$ cat src/rtl/core/text_terminal_cursor_control_unit_defines.svh
// Assertion macros used by the terminal cursor control RTL.
`ifndef TEXT_TERMINAL_CURSOR_CONTROL_UNIT_DEFINES_SVH
`define TEXT_TERMINAL_CURSOR_CONTROL_UNIT_DEFINES_SVH

// Same-cycle implication, checked outside reset.
`define TTCC_ASSERT_NOW(label, ante, cons) \
  label: assert property (@(posedge clk_i) disable iff (!rst_ni) (ante) |-> (cons)) \
    else $error("ttcc assertion failed");

// Next-cycle implication, checked outside reset.
`define TTCC_ASSERT_NEXT(label, ante, cons) \
  label: assert property (@(posedge clk_i) disable iff (!rst_ni) (ante) |=> (cons)) \
    else $error("ttcc assertion failed");

`endif

$ cat src/rtl/core/ttcc_pkg.sv
// Types, constants and the tab stop table of the terminal cursor control unit.
package ttcc_pkg;

  localparam int unsigned ColW     = 8;
  localparam int unsigned RowW     = 8;
  localparam int unsigned FontW    = 6;
  localparam int unsigned ScrollW  = 14;
  localparam int unsigned CharW    = 8;
  localparam int unsigned StopW    = ColW + 1;
  localparam int unsigned ColCount = 2 ** ColW;
  localparam int unsigned TabStop  = 5;

  localparam logic [ColW-1:0]  ColsReset = 8'd80;
  localparam logic [RowW-1:0]  RowsReset = 8'd25;
  localparam logic [FontW-1:0] FontReset = 6'd8;

  localparam logic [CharW-1:0] ChBell = 8'h07;
  localparam logic [CharW-1:0] ChBs   = 8'h08;
  localparam logic [CharW-1:0] ChTab  = 8'h09;
  localparam logic [CharW-1:0] ChNl   = 8'h0A;
  localparam logic [CharW-1:0] ChVt   = 8'h0B;
  localparam logic [CharW-1:0] ChFf   = 8'h0C;
  localparam logic [CharW-1:0] ChCr   = 8'h0D;

  typedef enum logic [1:0] {
    CfgScreenColumns = 2'd0,
    CfgScreenRows    = 2'd1,
    CfgFontHeight    = 2'd2
  } ttcc_cfg_idx_e;

  typedef struct packed {
    logic [CharW-1:0] char_code;
    logic             draw_enable;
  } ttcc_in_t;

  typedef struct packed {
    logic               draw_valid;
    logic [CharW-1:0]   glyph;
    logic [ColW-1:0]    draw_col;
    logic [RowW-1:0]    draw_row;
    logic [ScrollW-1:0] scroll_lines;
    logic [ColW-1:0]    cursor_col;
    logic [RowW-1:0]    cursor_row;
  } ttcc_out_t;

  typedef struct packed {
    logic [ColW-1:0]  screen_columns;
    logic [RowW-1:0]  screen_rows;
    logic [FontW-1:0] font_height;
  } ttcc_cfg_t;

  typedef struct packed {
    logic [ColW-1:0] col;
    logic [RowW-1:0] row;
  } ttcc_cursor_t;

  typedef logic [ColCount-1:0][StopW-1:0] ttcc_tab_lut_t;

  // Next tab stop for every column value.
  function automatic ttcc_tab_lut_t build_tab_lut();
    ttcc_tab_lut_t lut;
    for (int i = 0; i < ColCount; i++) begin
      lut[i] = StopW'(i + TabStop - (i % TabStop));
    end
    return lut;
  endfunction

  localparam ttcc_tab_lut_t TabLut = build_tab_lut();

endpackage

$ cat src/rtl/core/ttcc_cursor_next.sv
// Combinational cursor update: decodes one character against the current cursor.
module ttcc_cursor_next (
  input  ttcc_pkg::ttcc_in_t     item_i,
  input  ttcc_pkg::ttcc_cursor_t cursor_i,
  input  ttcc_pkg::ttcc_cfg_t    cfg_i,
  output ttcc_pkg::ttcc_out_t    result_o
);
  import ttcc_pkg::*;

  logic [ColW-1:0]    eff_cols;
  logic [RowW-1:0]    eff_rows;
  logic [RowW:0]      row_inc;
  logic               row_wrap;
  logic [RowW-1:0]    adv_row;
  logic [ScrollW-1:0] adv_scroll;
  logic [ColW:0]      col_inc;
  logic               col_wrap;
  logic [StopW-1:0]   tab_stop;
  logic               tab_fit;
  logic [ScrollW-1:0] ff_scroll;

  // A zero window size acts as one.
  assign eff_cols = (cfg_i.screen_columns == '0) ? ColW'(1) : cfg_i.screen_columns;
  assign eff_rows = (cfg_i.screen_rows == '0) ? RowW'(1) : cfg_i.screen_rows;

  assign row_inc    = {1'b0, cursor_i.row} + (RowW+1)'(1);
  assign row_wrap   = row_inc >= {1'b0, eff_rows};
  assign adv_row    = row_wrap ? eff_rows - RowW'(1) : row_inc[RowW-1:0];
  assign adv_scroll = row_wrap ? ScrollW'(cfg_i.font_height) + ScrollW'(1) : '0;

  assign col_inc  = {1'b0, cursor_i.col} + (ColW+1)'(1);
  assign col_wrap = col_inc >= {1'b0, eff_cols};

  assign tab_stop = TabLut[cursor_i.col];
  assign tab_fit  = tab_stop < StopW'(eff_cols);

  assign ff_scroll = ScrollW'(cfg_i.font_height) * ScrollW'(eff_rows);

  always_comb begin
    result_o            = '0;
    result_o.cursor_col = cursor_i.col;
    result_o.cursor_row = cursor_i.row;
    case (item_i.char_code)
      ChBell: begin
      end
      ChBs: begin
        if (cursor_i.col != '0) begin
          result_o.cursor_col = cursor_i.col - ColW'(1);
        end
      end
      ChTab: begin
        if (tab_fit) begin
          result_o.cursor_col = tab_stop[ColW-1:0];
        end else begin
          result_o.cursor_col   = '0;
          result_o.cursor_row   = adv_row;
          result_o.scroll_lines = adv_scroll;
        end
      end
      ChFf: begin
        result_o.cursor_row   = '0;
        result_o.scroll_lines = ff_scroll;
      end
      ChVt: begin
        result_o.cursor_row   = adv_row;
        result_o.scroll_lines = adv_scroll;
      end
      ChNl: begin
        result_o.cursor_col   = '0;
        result_o.cursor_row   = adv_row;
        result_o.scroll_lines = adv_scroll;
      end
      ChCr: begin
        result_o.cursor_col = '0;
      end
      default: begin
        // Printable: draw at the old cursor when draw_enable is set, then advance and wrap.
        if (item_i.draw_enable) begin
          result_o.draw_valid = 1'b1;
          result_o.glyph      = item_i.char_code;
          result_o.draw_col   = cursor_i.col;
          result_o.draw_row   = cursor_i.row;
        end
        if (col_wrap) begin
          result_o.cursor_col   = '0;
          result_o.cursor_row   = adv_row;
          result_o.scroll_lines = adv_scroll;
        end else begin
          result_o.cursor_col = col_inc[ColW-1:0];
        end
      end
    endcase
  end

endmodule

$ cat src/rtl/core/text_terminal_cursor_control_unit.sv
// Flow: a transaction accepted into the input register is decoded by the cursor
// update logic and moves to the result register once the output is not stalled.
// Throughput: one character per cycle while the output is not stalled; the input
// register, the cursor update logic and the result register run in one pass, and
// the cursor registers carry the updated cursor from one character to the next.
// Reset: cursor returns to column 0, row 0; window 80 x 25, font height 8;
// both pipeline stages empty. Configuration writes are always ready.
module text_terminal_cursor_control_unit (
  input  logic                clk_i,
  input  logic                rst_ni,
  input  logic                in_valid_i,
  output logic                in_stall_o,
  input  ttcc_pkg::ttcc_in_t  in_data_i,
  output logic                out_valid_o,
  input  logic                out_stall_i,
  output ttcc_pkg::ttcc_out_t out_data_o,
  input  logic                cfg_valid_i,
  output logic                cfg_ready_o,
  input  logic [1:0]          cfg_index_i,
  input  logic [7:0]          cfg_data_i
);
  import ttcc_pkg::*;
  `include "text_terminal_cursor_control_unit_defines.svh"

  logic         s1_valid_q, s1_valid_d;
  ttcc_in_t     s1_data_q;
  logic         out_valid_q, out_valid_d;
  ttcc_out_t    out_data_q;
  ttcc_cursor_t cur_q, cur_d;
  ttcc_cfg_t    cfg_q, cfg_d;
  ttcc_out_t    result;
  logic         out_busy;
  logic         s1_adv;
  logic         in_acc;
  logic         cfg_acc;

  ttcc_cursor_next u_next (
    .item_i   (s1_data_q),
    .cursor_i (cur_q),
    .cfg_i    (cfg_q),
    .result_o (result)
  );

  assign out_busy   = out_valid_q && out_stall_i;
  assign s1_adv     = s1_valid_q && !out_busy;
  assign in_stall_o = s1_valid_q && out_busy;
  assign in_acc     = in_valid_i && !in_stall_o;

  assign cfg_ready_o = 1'b1;
  assign cfg_acc     = cfg_valid_i && cfg_ready_o;

  assign out_valid_o = out_valid_q;
  assign out_data_o  = out_data_q;

  always_comb begin
    s1_valid_d = s1_valid_q;
    if (in_acc) begin
      s1_valid_d = 1'b1;
    end else if (s1_adv) begin
      s1_valid_d = 1'b0;
    end

    // Hold the result while stalled, drop it once taken.
    out_valid_d = s1_adv || out_busy;

    cur_d = cur_q;
    if (s1_adv) begin
      cur_d.col = result.cursor_col;
      cur_d.row = result.cursor_row;
    end

    cfg_d = cfg_q;
    if (cfg_acc) begin
      case (ttcc_cfg_idx_e'(cfg_index_i))
        CfgScreenColumns: cfg_d.screen_columns = cfg_data_i;
        CfgScreenRows:    cfg_d.screen_rows    = cfg_data_i;
        CfgFontHeight:    cfg_d.font_height    = cfg_data_i[FontW-1:0];
        default: begin
        end
      endcase
    end
  end

  always_ff @(posedge clk_i or negedge rst_ni) begin
    if (!rst_ni) begin
      s1_valid_q           <= 1'b0;
      out_valid_q          <= 1'b0;
      cur_q                <= '0;
      cfg_q.screen_columns <= ColsReset;
      cfg_q.screen_rows    <= RowsReset;
      cfg_q.font_height    <= FontReset;
    end else begin
      s1_valid_q  <= s1_valid_d;
      out_valid_q <= out_valid_d;
      cur_q       <= cur_d;
      cfg_q       <= cfg_d;
    end
  end

  always_ff @(posedge clk_i) begin
    if (in_acc) begin
      s1_data_q <= in_data_i;
    end
    if (s1_adv) begin
      out_data_q <= result;
    end
  end

  `TTCC_ASSERT_NEXT(a_adv_fills_out, s1_adv, out_valid_q)
  `TTCC_ASSERT_NOW(a_stall_needs_item, in_stall_o, s1_valid_q)
  `TTCC_ASSERT_NEXT(a_cursor_holds, !s1_adv, cur_q == $past(cur_q))
  `TTCC_ASSERT_NOW(a_nodraw_zero, out_valid_q && !out_data_q.draw_valid,
                   out_data_q.glyph == '0 && out_data_q.draw_col == '0 &&
                   out_data_q.draw_row == '0)
  `TTCC_ASSERT_NOW(a_out_matches_cursor, out_valid_q && !s1_valid_q,
                   out_data_q.cursor_col == cur_q.col && out_data_q.cursor_row == cur_q.row)

endmodule
$ cat config.mk
export PLATFORM = sky130hd
export DESIGN_NAME = text_terminal_cursor_control_unit
export DESIGN_NICKNAME = d
export VERILOG_FILES = /design/src/rtl/core/ttcc_pkg.sv /design/src/rtl/core/ttcc_cursor_next.sv /design/src/rtl/core/text_terminal_cursor_control_unit.sv
export VERILOG_INCLUDE_DIRS = /design/src /design/src/rtl/core
export SDC_FILE = /design/constraint.sdc
export NUM_CORES = 1
export LEC_CHECK = 0
export ABC_CLOCK_PERIOD_IN_PS = 5900
export BUFFER_PORTS_ARGS = -buffer_cell sky130_fd_sc_hd__clkbuf_2
export CORE_ASPECT_RATIO = 0.8
export CORE_MARGIN = 2
export CORE_UTILIZATION = 61
export DETAILED_ROUTE_END_ITERATION = 10
export GPL_ROUTABILITY_DRIVEN = 0
export GPL_TIMING_DRIVEN = 0
export MAX_ROUTING_LAYER = met4
export PLACE_DENSITY_LB_ADDON = 0.3
export SYNTH_ARGS = -nofsm -noshare
export SYNTH_HDL_FRONTEND = slang
export SYNTH_SLANG_ARGS = --single-unit
$ cat constraint.sdc
create_clock -name clk_i -period 5.9 [get_ports clk_i]
set_input_delay 0.885 -clock clk_i [delete_from_list [all_inputs] [get_ports clk_i]]
set_output_delay 0.885 -clock clk_i [all_outputs]
set_load 0.03 [all_outputs]
==> results.sh, run 1 <==
export IMPL_ys_seq_area_frac=0.368
export IMPL_synth_seq_cells=104
export IMPL_grt_max_degree=65
export IMPL_synth_edf_count=64
export IMPL_critPathRequiredTime_ps=6000
export IMPL_drt_initial_drc_count=930
export IMPL_rsz0062_at_grt="no"
export IMPL_h_tree_depth=3
export IMPL_synth_area_um2=7970
export IMPL_rows=37
export IMPL_timing_slew_headroom=0.286
export IMPL_hpwl_um=15100
export IMPL_routedWlPerCell_um=19.2
export IMPL_hold_path_class="reg -> reg"
export IMPL_dieArea_um2=14000
export IMPL_min_period_ps=5590
export IMPL_track_usage=0.306
export IMPL_clk_path_buf_depth=2
export IMPL_yosys_warnings=0
export IMPL_synth_area_per_cell_um2=10.0
export IMPL_wl_um=20500
export IMPL_slew_violations=0
export IMPL_vias=6901
export IMPL_dieHeight_um=106
export IMPL_grt_pass1_vias=6427
export IMPL_critPathMaxFanout=10
export IMPL_final_setup_tns_ps=0
export IMPL_grt_pass1_wl_um=32700
export IMPL_fill_cells=977
export IMPL_clk_latency_ps=370
export IMPL_synth_area_top_cells="edfxtp_1 (24%), dfrtp_1 (11%), ha_1 (8.9%), fa_1 (6.3%), mux2_2 (3.2%)"
export IMPL_io_buffer_count=80
export IMPL_worstSetupEndpointType="flop"
export IMPL_drt_first_pass_iters=7
export IMPL_start_util=0.622
export IMPL_die_w_um=132
export IMPL_cp_cell_sequence="clkbuf_1 > nor2_1 > and4_1 > or2_1 > clkbuf_1 > nand2_1 > fa_1 > fa_1 > fa_1 > inv_1 > ha_1 > a21o_1 > a21oi_1 > o21bai_1 > a2111o_1 > a41oi_1 > xnor2_1 > nor2_1"
export IMPL_hold_viol=0
export IMPL_via_per_inst=6.47
export IMPL_cts_tree="built"
export IMPL_synth_fp_nets=901
export IMPL_cts_buffers_inserted=9
export IMPL_instances_no_fill=1066
export IMPL_wl_met1_um=8690
export IMPL_peakVddDrop_v=0.000290
export IMPL_slowest_stage="fa_1"
export IMPL_synthToLayoutAreaGrowth_pct=11.7
export IMPL_cp_common_cell="fa_1"
export IMPL_met3_length_um=1930
export IMPL_ctsHoldBuffers=0
export IMPL_clock_sinks=104
export IMPL_clockRootBuffer="clkbuf_16"
export IMPL_maxCapViolCount=0
export IMPL_num_io_pins=82
export IMPL_ys_types=78
export IMPL_cp_start_kind="flop"
export IMPL_synth_top_area_frac=0.241
export IMPL_worst_pin_slew_ps=1070
export IMPL_n_antenna_cell=0
export IMPL_critPathKind="reg -> reg"
export IMPL_ant_nets=0
export IMPL_setup_viol=0
export IMPL_postCtsSetupBuffers=0
export IMPL_power_leakage_nw=4.03
export IMPL_post_route_util=0.694
export IMPL_nets=992
export IMPL_syn_inst=795
export IMPL_yosysTopAreaCell="edfxtp_1"
export IMPL_clock_fmax_ghz=0.179
export IMPL_synth_most_common_cell="inv_1"
export IMPL_max_stage_delay_ps=580
export IMPL_period_share=0.948
export IMPL_status="completed"
export IMPL_clock_skew_ps=10.9
export IMPL_synthFlopType="edfxtp_1"
export IMPL_antenna_found_initial=0
export IMPL_dp_cells=1050
export IMPL_drc=0
export IMPL_core_um2=12800
export IMPL_synth_top_cells_by_count="inv_1 (66), edfxtp_1 (64), nand2_1 (62)"
export IMPL_power_density_nw_per_um2=525
export IMPL_top_layer_used="met4"
export IMPL_arrival_ps=5690
export IMPL_drive_gt1_frac=0.187
export IMPL_cts_clk_slew_worst_paths_ps=80
export IMPL_grt_overflow=0
export IMPL_async_flop_share=0.385
export IMPL_route_met2_wl_um=9230
## through the flow
step,instance area [µm²],setup WS [ps],hold slack (ps),total power [mW]
finish,8900,309,523,4.67
global route,8900,68.5,529,4.98
CTS,8900,326,519,4.59
detailed placement,8590,335,501,3.95
global placement,8590,526,476,3.81
floorplan,7970,1060,457,3.26
## logic make-up (layout without fill, tap and decap cells)
logic type | Yosys count | in the layout | synth area share
buffers and inverters | 114 | 210 | 0.0606
AND/OR/NAND/NOR | 250 | 250 | 0.166
AO/OA/AOI/OAI | 179 | 179 | 0.165
XOR/XNOR | 29 | 29 | 0.0319
flip-flops | 104 | 104 | 0.368
multiplexers | 36 | 36 | 0.0557
adder cells (fa/ha/maj) | 82 | 82 | 0.152
other | 1 | 1 | 0.000470
## power by group
part / internal [mW] / total, mW / switching, mW
logic: 1.17 / 2.96 / 1.79
registers: 0.963 / 1.10 / 0.134
clock network: 0.304 / 0.615 / 0.311
total: 2.44 / 4.67 / 2.24
## critical path, delay by kind of cell, from the launching register on
| family | cells | cell delay (ps) |
|---|---|---|
| buf+inv | 3 | 640 |
| flops | 1 | 520 |
| compound gates | 5 | 1300 |
| fa+ha+maj | 4 | 1890 |
| simple gates | 5 | 840 |
| xor+xnor | 1 | 140 |
## placed cells by master (no fill, tap or decap), types with 11 or more instances in the layout
cell / n
clkbuf_2: 80
inv_1: 66
edfxtp_1: 64
nand2_1: 62
ha_1: 57
a21oi_1: 42
nor2_1: 41
and2_1: 40
dfrtp_1: 34
clkbuf_1: 27
and3_1: 27
fa_1: 25
mux2_2: 23
xnor2_1: 18
o21ai_0: 18
nand3_1: 17
nor3_1: 15
a21o_1: 15
a32o_1: 15
nand2b_1: 12
buf_2: 11
xor2_1: 11
## sequential cells by signal, summed over array words and instances (netlist names)
signal and flops:
cur_q 16, s1_valid_q 1, cfg_q 22, s1_data_q 9, out_valid_o 1, out_data_o 55
## metal layers
metal / global-route usage / vias to the layer above
met3: 0.0606 / 79
met4: 0.0994 / 0
met5: - / -
li1: - / 3056
met1: 0.414 / 3326
met2: 0.469 / 440
## area by class of cell
type / instances / area (µm²) / share of cell area
Multi-Input combinational cell: 577 / 4560 / 0.512
Sequential cell: 104 / 2930 / 0.329
Timing Repair Buffer: 80 / 400 / 0.0450
Inverter: 67 / 251 / 0.0282
Buffer: 47 / 235 / 0.0264
Clock buffer: 9 / 225 / 0.0253
Tap cell: 175 / 219 / 0.0246
Clock inverter: 7 / 82.6 / 0.00927
## final timing paths
| check | to | slack [ps] | cells past startpoint | startpoint |
|---|---|---|---|---|
| max reg2reg | out_data_o[29] | 310 | 18 | cfg_q[10] |
| max | out_data_o[29] | 310 | 18 | cfg_q[10] |
| min reg2reg | cfg_q[14] | 520 | 1 | cfg_q[14] |
| min in group asynchronous | out_valid_o | 700 | 1 | rst_ni |
| max in group asynchronous | cfg_q[13] | 4530 | 1 | rst_ni |
| min | cfg_q[14] | 520 | 1 | cfg_q[14] |
## what timing repair did
item,4_1_cts,5_1_grt
endpoints found under the hold margin,0,0
resized for setup,0,1
endpoints found under the setup margin,0,1
No activity file was read; power rests on OpenSTA's default activity.
==> run 2: changes to the inputs <==
--- a/config.mk
+++ b/config.mk
@@ -6,6 +6,7 @@
 export SDC_FILE = /design/constraint.sdc
 export NUM_CORES = 1
 export LEC_CHECK = 0
+export ABC_AREA = 1
 export ABC_CLOCK_PERIOD_IN_PS = 5900
 export BUFFER_PORTS_ARGS = -buffer_cell sky130_fd_sc_hd__clkbuf_2
 export CORE_ASPECT_RATIO = 0.8
==> results.sh, run 2 <==
export IMPL_cts_resized=0
export IMPL_synth_most_common_cell="nand2_1"
export IMPL_n_antenna_cell=0
export IMPL_final_setup_tns_ps=0
export IMPL_min_period_ps=4650
export IMPL_wl_um=20900
export IMPL_synth_area_per_cell_um2=7.62
export IMPL_clk_latency_ps=360
export IMPL_dieArea_um2=14600
export IMPL_layout_commonest_cell="nand2_1"
export IMPL_ctsHoldBuffers=0
export IMPL_synth_edf_count=64
export IMPL_dp_cells=1355
export IMPL_yosysTopAreaCell="edfxtp_1"
export IMPL_clock_skew_ps=14.3
export IMPL_dieHeight_um=109
export IMPL_worstSetupStartpoint="cfg_q[9]"
export IMPL_synthToLayoutAreaGrowth_pct=11.2
export IMPL_reg2reg_slack_ps=1250
export IMPL_instances_no_fill=1371
export IMPL_fill_cells=1077
export IMPL_clock_fmax_ghz=0.215
export IMPL_io_buffer_count=80
export IMPL_setup_viol=0
export IMPL_worst_pin_slew_ps=1090
export IMPL_ys_seq_area_frac=0.351
export IMPL_via_per_inst=5.76
export IMPL_hold_viol=0
export IMPL_synth_fp_nets=1201
export IMPL_largest_register_ffs=55
export IMPL_clk_path_buf_depth=2
export IMPL_period_share=0.789
export IMPL_drt_initial_drc_count=1052
export IMPL_critPathMaxFanout=9
export IMPL_critPathKind="reg -> reg"
export IMPL_async_flop_share=0.385
export IMPL_hold_depth=2
export IMPL_synth_area_um2=8340
export IMPL_core_um2=13500
export IMPL_rows=38
export IMPL_synthFlopType="edfxtp_1"
export IMPL_power_leakage_nw=4.78
export IMPL_grt_overflow=0
export IMPL_synth_seq_cells=104
export IMPL_worstSetupEndpointType="flop"
export IMPL_clockRootBuffer="clkbuf_16"
export IMPL_timing_slew_headroom=0.272
export IMPL_r2r_end="out_data_o[27]"
export IMPL_r2r_start="cfg_q[9]"
export IMPL_nets=1292
export IMPL_ant_nets=0
export IMPL_drive_gt1_frac=0.130
export IMPL_maxCapViolCount=0
export IMPL_antenna_found_initial=0
export IMPL_drt_first_pass_iters=6
export IMPL_slew_violations=0
export IMPL_crit_end="out_data_o[27]"
export IMPL_max_stage_delay_ps=520
export IMPL_hold_path_class="reg -> reg"
export IMPL_peakVddDrop_v=0.000341
export IMPL_clock_sinks=104
export IMPL_grt_pass1_vias=6769
export IMPL_arrival_ps=4780
export IMPL_synth_top_cells_by_count="nand2_1 (302), inv_1 (174), nor2_1 (79)"
export IMPL_slowest_stage="fa_1"
export IMPL_synth_area_top_cells="edfxtp_1 (23%), nand2_1 (14%), dfrtp_1 (10%), ha_1 (8.5%), inv_1 (7.8%)"
export IMPL_ff2ff_path_depth=22
export IMPL_cts_tree="built"
export IMPL_grt_max_degree=65
export IMPL_yosys_warnings=0
export IMPL_syn_inst=1095
export IMPL_hpwl_um=15800
export IMPL_cts_clk_slew_worst_paths_ps=80
export IMPL_cp_start_kind="flop"
export IMPL_track_usage=0.299
export IMPL_grt_pass1_wl_um=33500
export IMPL_cts_buffers_inserted=9
export IMPL_synth_top_area_frac=0.230
export IMPL_power_density_nw_per_um2=484
export IMPL_h_tree_depth=3
export IMPL_start_util=0.620
export IMPL_status="completed"
export IMPL_die_w_um=135
export IMPL_num_io_pins=82
export IMPL_ys_types=56
export IMPL_cp_cell_sequence="buf_2 > inv_1 > nand2_1 > nor2_1 > nand4_1 > nand2_1 > nand2_1 > fa_1 > fa_1 > fa_1 > inv_1 > ha_1 > inv_1 > o21ai_0 > a31oi_1 > nor2_1 > o21ai_0 > nand2_1 > a21oi_1 > o21bai_1 > nor2_1 > nor2_1"
export IMPL_drc=0
export IMPL_critPathRequiredTime_ps=6020
export IMPL_rsz0062_at_grt="no"
export IMPL_mostFrequentLayoutCells="nand2_1 (302), inv_1 (174), clkbuf_2 (83)"
export IMPL_postCtsSetupBuffers=0
export IMPL_routedWlPerCell_um=15.2
export IMPL_vias=7892
run 2: cell types whose count changed in the layout (fill, tap and decap cells not counted), sizes merged, moves of 14 or more:
cell   delta
nand2   +245
inv     +112
nand3    +65
o21ai    +45
and2     -39
nor2     +39
and3     -27
mux2     -24
nand4    +22
xnor2    -17
a32o     -14
run 2: metrics by stage:
| stage | utilization | hold slack [ps] | area [µm²] | power (mW) | setup slack, ps |
|---|---|---|---|---|---|
| detailed placement | 0.666 | 470 | 8970 | 3.79 | 1370 |
| CTS | 0.690 | 481 | 9280 | 4.43 | 1340 |
| global placement | 0.666 | 464 | 8970 | 3.74 | 1360 |
| floorplan | - | 448 | 8340 | 3.13 | 1780 |
| finish | 0.690 | 478 | 9280 | 4.49 | 1250 |
| global route | 0.690 | 513 | 9280 | 4.85 | 916 |
run 2: worst min-delay path by stage:
stage	slack, ps	endpoint	start
detailed placement	470	out_valid_o	s1_valid_q
floorplan	450	out_valid_o	s1_valid_q
global placement	460	out_valid_o	s1_valid_q
finish	480	out_valid_o	s1_valid_q
global route	510	cfg_q[18]	cfg_q[18]
CTS	480	out_valid_o	s1_valid_q
run 2: cells by family after synthesis:
family                     count (synthesis)  synth area share
adders and majority gates                 82             0.145
other                                      1          0.000450
and+or+nand+nor                          520             0.272
xor gates and xnor gates                  15            0.0157
buffers and inverters                    223             0.108
DFF                                      104             0.351
AOI/OAI and AO/OA                        150             0.106
run 2: area by class of cell:
type | count | area (µm²) | area share
tap | 180 | 225 | 0.0243
sequential | 104 | 2930 | 0.316
multi-input combinational | 768 | 4510 | 0.486
inverter | 181 | 679 | 0.0732
clock inverter | 7 | 85.1 | 0.00917
clock buffer | 9 | 225 | 0.0243
buffer | 42 | 225 | 0.0243
timing repair buffer | 80 | 400 | 0.0432
run 2: power breakdown:
group / internal, mW / leakage [nW] / switching (mW)
combinational: 0.890 / 3.51 / 1.91
clock: 0.304 / 0.147 / 0.306
sequential: 0.986 / 1.13 / 0.0981
run 2: critical path: cells and delay by family (launching register included):
kind | cells | cell delay [ps]
DFF | 1 | 360
AOI/OAI and AO/OA | 5 | 820
buffers and inverters | 4 | 510
and+or+nand+nor | 9 | 910
adders and majority gates | 4 | 1830
run 2: per-layer routing:
layer  share of wire  GRT usage  vias to the layer above  wire [µm]
met5               0          -                        -          0
met1            0.44      0.441                     3658       9260
met3            0.10     0.0530                       48       2150
met2            0.43      0.426                      437       9080
li1                -          -                     3749          -
met4           0.019     0.0812                        0        398
